**src/hdl/gsgr_pkg.sv**
```systemverilog
// gsgr_pkg: shared types and codes for the graph scatter/gather round block.
// No dependencies.
`timescale 1ns / 1ps
package gsgr_pkg;

  typedef enum logic [1:0] {
    ACT_CLEAR = 2'd0,
    ACT_LOAD  = 2'd1,
    ACT_RUN   = 2'd2,
    ACT_READ  = 2'd3
  } action_t;

  typedef enum logic [3:0] {
    ST_IDLE,
    ST_LOAD,
    ST_RD_REQ,
    ST_RD_OUT,
    ST_MRG_INIT,
    ST_MRG_FETCH,
    ST_MRG_CMP,
    ST_MRG_PASS,
    ST_SCAN_FETCH,
    ST_SCAN_WR,
    ST_RUN_DONE
  } state_t;

  // Controller to datapath commands.
  typedef struct packed {
    logic clear;       // drop all entries
    logic load;        // append capture-register entry
    logic rd_req;      // issue read of read index
    logic rd_out;      // present read result
    logic run_out;     // present run result
    logic mrg_init;    // start sort pass sequence
    logic mrg_fetch;   // fetch heads of the two runs
    logic mrg_take;    // move one entry to the other bank
    logic mrg_pass;    // end of one pass: double width, swap banks
    logic by_dst;      // sort key select
    logic scan_init;   // restart scan
    logic scan_fetch;  // read one entry for scan
    logic scan_wr;     // write back scanned entry
    logic gather;      // 0 scatter scan, 1 gather scan
  } gsgr_cmd_t;

  // Datapath to controller status.
  typedef struct packed {
    logic empty;
    logic run_done;    // merge: every run of this pass handled
    logic width_done;  // sort complete
    logic scan_done;   // scan reached the end
  } gsgr_sts_t;

endpackage

```
**src/hdl/gsgr_ctrl.sv**
```systemverilog
// gsgr_ctrl: sequencing state machine for clear, load, read and the two-sort round.
// Depends on gsgr_pkg.
`timescale 1ns / 1ps
module gsgr_ctrl (
  input  logic                clk,
  input  logic                rst_n,
  input  logic                start,
  input  logic [1:0]          in_action,
  output logic                busy,
  output gsgr_pkg::gsgr_cmd_t cmd,
  input  gsgr_pkg::gsgr_sts_t sts
);

  gsgr_pkg::state_t state_r, state_nxt;
  logic             phase_r, phase_nxt;  // 0 source sort/scatter, 1 destination/gather

  always_ff @(posedge clk) begin
    if (!rst_n) begin
      state_r <= gsgr_pkg::ST_IDLE;
      phase_r <= 1'b0;
    end else begin
      state_r <= state_nxt;
      phase_r <= phase_nxt;
    end
  end

  always_comb begin
    state_nxt = state_r;
    phase_nxt = phase_r;
    cmd       = '0;
    cmd.by_dst = phase_r;
    cmd.gather = phase_r;
    busy      = (state_r != gsgr_pkg::ST_IDLE);
    unique case (state_r)
      gsgr_pkg::ST_IDLE: begin
        if (start) begin
          unique case (gsgr_pkg::action_t'(in_action))
            gsgr_pkg::ACT_CLEAR: cmd.clear = 1'b1;
            gsgr_pkg::ACT_LOAD:  state_nxt = gsgr_pkg::ST_LOAD;
            gsgr_pkg::ACT_READ:  state_nxt = gsgr_pkg::ST_RD_REQ;
            gsgr_pkg::ACT_RUN: begin
              phase_nxt = 1'b0;
              state_nxt = sts.empty ? gsgr_pkg::ST_RUN_DONE : gsgr_pkg::ST_MRG_INIT;
            end
            default: state_nxt = gsgr_pkg::ST_IDLE;
          endcase
        end
      end
      gsgr_pkg::ST_LOAD: begin
        cmd.load  = 1'b1;
        state_nxt = gsgr_pkg::ST_IDLE;
      end
      gsgr_pkg::ST_RD_REQ: begin
        cmd.rd_req = 1'b1;
        state_nxt  = gsgr_pkg::ST_RD_OUT;
      end
      gsgr_pkg::ST_RD_OUT: begin
        cmd.rd_out = 1'b1;
        state_nxt  = gsgr_pkg::ST_IDLE;
      end
      gsgr_pkg::ST_MRG_INIT: begin
        cmd.mrg_init = 1'b1;
        state_nxt    = gsgr_pkg::ST_MRG_FETCH;
      end
      gsgr_pkg::ST_MRG_FETCH: begin
        priority if (sts.width_done) begin
          cmd.scan_init = 1'b1;
          state_nxt     = gsgr_pkg::ST_SCAN_FETCH;
        end else if (sts.run_done) begin
          state_nxt = gsgr_pkg::ST_MRG_PASS;
        end else begin
          cmd.mrg_fetch = 1'b1;
          state_nxt     = gsgr_pkg::ST_MRG_CMP;
        end
      end
      gsgr_pkg::ST_MRG_CMP: begin
        cmd.mrg_take = 1'b1;
        state_nxt    = gsgr_pkg::ST_MRG_FETCH;
      end
      gsgr_pkg::ST_MRG_PASS: begin
        cmd.mrg_pass = 1'b1;
        state_nxt    = gsgr_pkg::ST_MRG_FETCH;
      end
      gsgr_pkg::ST_SCAN_FETCH: begin
        if (sts.scan_done) begin
          if (phase_r) begin
            state_nxt = gsgr_pkg::ST_RUN_DONE;
          end else begin
            phase_nxt = 1'b1;
            state_nxt = gsgr_pkg::ST_MRG_INIT;
          end
        end else begin
          cmd.scan_fetch = 1'b1;
          state_nxt      = gsgr_pkg::ST_SCAN_WR;
        end
      end
      gsgr_pkg::ST_SCAN_WR: begin
        cmd.scan_wr = 1'b1;
        state_nxt   = gsgr_pkg::ST_SCAN_FETCH;
      end
      gsgr_pkg::ST_RUN_DONE: begin
        cmd.run_out = 1'b1;
        state_nxt   = gsgr_pkg::ST_IDLE;
      end
      default: state_nxt = gsgr_pkg::ST_IDLE;
    endcase
  end

endmodule

```
**config.mk**
```make
export PLATFORM = sky130hd
export DESIGN_NAME = gsgr_ctrl
export DESIGN_NICKNAME = d
export VERILOG_FILES = /design/src/hdl/gsgr_pkg.sv /design/src/hdl/gsgr_ctrl.sv
export SDC_FILE = /design/constraint.sdc
export NUM_CORES = 1
export LEC_CHECK = 0
export ABC_CLOCK_PERIOD_IN_PS = 1500
export BUFFER_PORTS_ARGS = -buffer_cell sky130_fd_sc_hd__buf_2
export CAP_MARGIN = 20
export CORE_UTILIZATION = 40
export CTS_BUF_LIST = sky130_fd_sc_hd__clkbuf_2
export CTS_CLUSTER_DIAMETER = 40
export CTS_CLUSTER_SIZE = 16
export DETAILED_ROUTE_END_ITERATION = 10
export GPL_ROUTABILITY_DRIVEN = 0
export MAX_ROUTING_LAYER = met4
export PLACE_DENSITY_LB_ADDON = 0.1
export REMOVE_ABC_BUFFERS = 1
export SYNTH_ARGS = -nofsm -noshare
export SYNTH_HDL_FRONTEND = slang
export SYNTH_SLANG_ARGS = --single-unit
```
**constraint.sdc**
```tcl
create_clock -name clk -period 1.5 [get_ports clk]
set_input_delay 0.225 -clock clk [delete_from_list [all_inputs] [get_ports clk]]
set_output_delay 0.225 -clock clk [all_outputs]
set_load 0.005 [all_outputs]
```
==> results.yml <==
finish:
  mostFrequentLayoutCell: "buf_2"
  n_antenna_cell: 0
  syn2layout_area_growth_pct: 39.3
  fin_nets: 113
  layout_common_cells: "buf_2, buf_4, clkbuf_2"
  instances_no_fill: 114
  drive_gt1_share_pct: 50.0
hold_path:
  hp-class: "input pin to flop"
critical_path:
  r2r_end: "state_r[3]"
  cp-endpoint: "cmd[8]"
  path_cells: "buf_4, nor4b_1, buf_2"
  crit_family: "flip-flops"
  critPathSlowestCell: "dfxtp_2"
  end_kind: "output pin"
  critPathKind: "flop to output pin"
  regToRegStartpoint: "state_r[2]"
  crit_cells: 3
  cpPeakStageDelay_ns: 0.35
  worst_ep_required_time_ns: 1.27
  rr_worst_depth: 4
  path_buf_inv: 2
  start_kind: "flop"
  ff2ff_setup_slack_ns: 0.14
  arrival_ns: 1.21
  cp-startpoint: "state_r[1]"
  crit_fanout: 8
route:
  via_count: 616
  drtPass1Iterations: 2
  drc_errors: 0
  drt_wl_total_um: 1420
  avgRoutedWirePerCell_um: 12.4
  ant_nets: 0
  routed_via_density: 5.40
  drtIter0Drc: 7
synth:
  synth_edf_count: 0
  ys.warnings.count: 0
  async_flop_share_pct: 0
  synth_seq_area_share_pct: 19.0
  synth_top_area_share_pct: 19.0
  synth_area_leaders: "dfxtp_1, ha_1, a31oi_1, buf_4, nand2b_1"
  synth_cells: 69
  syn_avg_cell_area_um2: 7.65
  synth_seq_cells: 5
  synthesis.area_um2: 528
  ys_types: 32
  synth_area_leader_cell: "dfxtp_1"
  synth_flop_cell: "dfxtp_1"
timing:
  holdWs_ns: 0.278
  finalHoldViolCount: 0
  max_freq_mhz: 697
  slew_violations: 0
  tightest_slew_ns: 0.342
  worst_slack_ns: 0.0659
  period_needed_ns: 1.43
  period_share_pct: 95.6
  relSlewSlack_pct: 76.9
  setup_violations: 0
  rsz0062_at_grt: "no"
  fin_tns_setup_ns: 0
  fin_skew_ns: 0.00900
power:
  ir_drop_mv: 0.399
  leakagePower_nw: 0.398
  finalPower_uw: 489
  switchingPower_uw: 171
  switching_share_pct: 35.0
  seqPwrFrac_pct: 32.5
  p_int_uw: 318
  combPwrFrac_pct: 41.3
  p_clk_share_pct: 26.2
  p_per_area_nw_per_um2: 665
clocking:
  cts_sinks: 5
  clockRootBuffer: "clkbuf_2"
  cts_buffers: 3
  clk_pin_slew_ns: 0.05
  htree_levels: 1
  cts_hold_buf: 0
  clock_path_buffers: 2
  clk_latency_ns: 0.22
  cts_tree: "done"
global_routing:
  antenna_found_initial: 0
  grt.total_usage_pct: 22.0
  grt_pass1_vias: 511
  overflow: 0
  grt_max_degree: 12
  grt_pass1_wl_um: 2150
placement:
  place_ws_ns: 0.0371
  hpwlAfterDp_um: 996
  placedCellCount: 105
  port-buffer-count: 23
die:
  fp.coreArea_um2: 1170
  die_h_um: 38.3
  row_count: 12
  die_area_um2: 1470
  die_w_um: 38.3
  boundaryPins: 24
  start_util_pct: 45.1
job:
  maxCapViolCount: 0
outcome:
  outcome: "completed"
==> power groups by stage <==
stage / logic, mW / clock network [mW] / registers (mW)
after floorplan: 0.0932 / 0 / 0.167
after global placement: 0.167 / 0 / 0.167
after detailed placement: 0.168 / 0 / 0.166
after CTS: 0.183 / 0.132 / 0.165
after global routing: 0.223 / 0.146 / 0.161
final: 0.202 / 0.128 / 0.159
==> synth_stat cells, drive strengths merged (3+ instances only) <==
library cell and instances:
nand2 5, a31oi 5, nor3 4, ha 3
inv 6, buf 6, nor2 6, nand3b 3
nand2b 4, dfxtp 5
==> kinds of logic after synthesis <==
family                     count (synthesis)  share of synthesized area, %
DFF                                        5                          19.0
buffers and inverters                     12                          11.8
adders and majority gates                  3                          7.11
AOI/OAI and AO/OA                         15                          21.6
and+or+nand+nor                           34                          40.5
==> flip-flops by register name, indices dropped and copies added, names as in the netlist <==
register / cells
phase_r: 1
state_r: 4
==> worst reg2reg max path, cell delays in order (launching register included) <==
cell       delay, ns
dfxtp_4         0.37
clkbuf_2        0.15
or3b_2          0.49
o2111ai_2       0.14
a31oi_1         0.08
==> cell type report <==
class	instances	area, µm²
tap	14	17.5
timing repair buffer	33	185
sequential	5	113
fill	107	435
inverter	6	22.5
clock buffer	4	20.0
multi-input combinational	52	378
==> worst min-delay path by stage <==
stage                start      end  slack (ns)  cells past startpoint
finish              sts[0]  phase_r        0.28                      2
detailed placement  sts[0]  phase_r        0.50                      2
floorplan           sts[0]  phase_r        0.36                      1
CTS                 sts[0]  phase_r        0.27                      2
global route        sts[0]  phase_r        0.29                      2
global placement    sts[0]  phase_r        0.50                      2
==> per-layer routing <==
layer | share of wire [%] | routed length, µm | vias up | global-route usage (%)
li1 | - | - | 311 | -
met1 | 45 | 637 | 284 | 26.0
met2 | 49 | 693 | 17 | 35.2
met3 | 4.9 | 69 | 4 | 5.23
met4 | 1.2 | 17 | 0 | 10.3
met5 | 0 | 0 | - | -
==> what timing repair did <==
| item | CTS | global route |
|---|---|---|
| hold endpoints to repair | 0 | 0 |
| setup endpoints to repair | 9 | 9 |
| gates resized for setup | 4 | 6 |
| buffers inserted | 1 | 4 |
| pin swaps | 1 | 2 |
| cloned | 0 | 0 |
==> per-stage QoR <==
| stage | area [µm²] | utilization [%] |
|---|---|---|
| 6_report | 736 | 62.8 |
| 5_1_grt | 736 | 62.8 |
| 4_1_cts | 692 | 59.1 |
| 3_5_place_dp | 658 | 56.2 |
| 3_3_place_gp | 658 | 56.2 |
| 2_1_floorplan | 488 | - |
(Power assumes the default switching activity.)
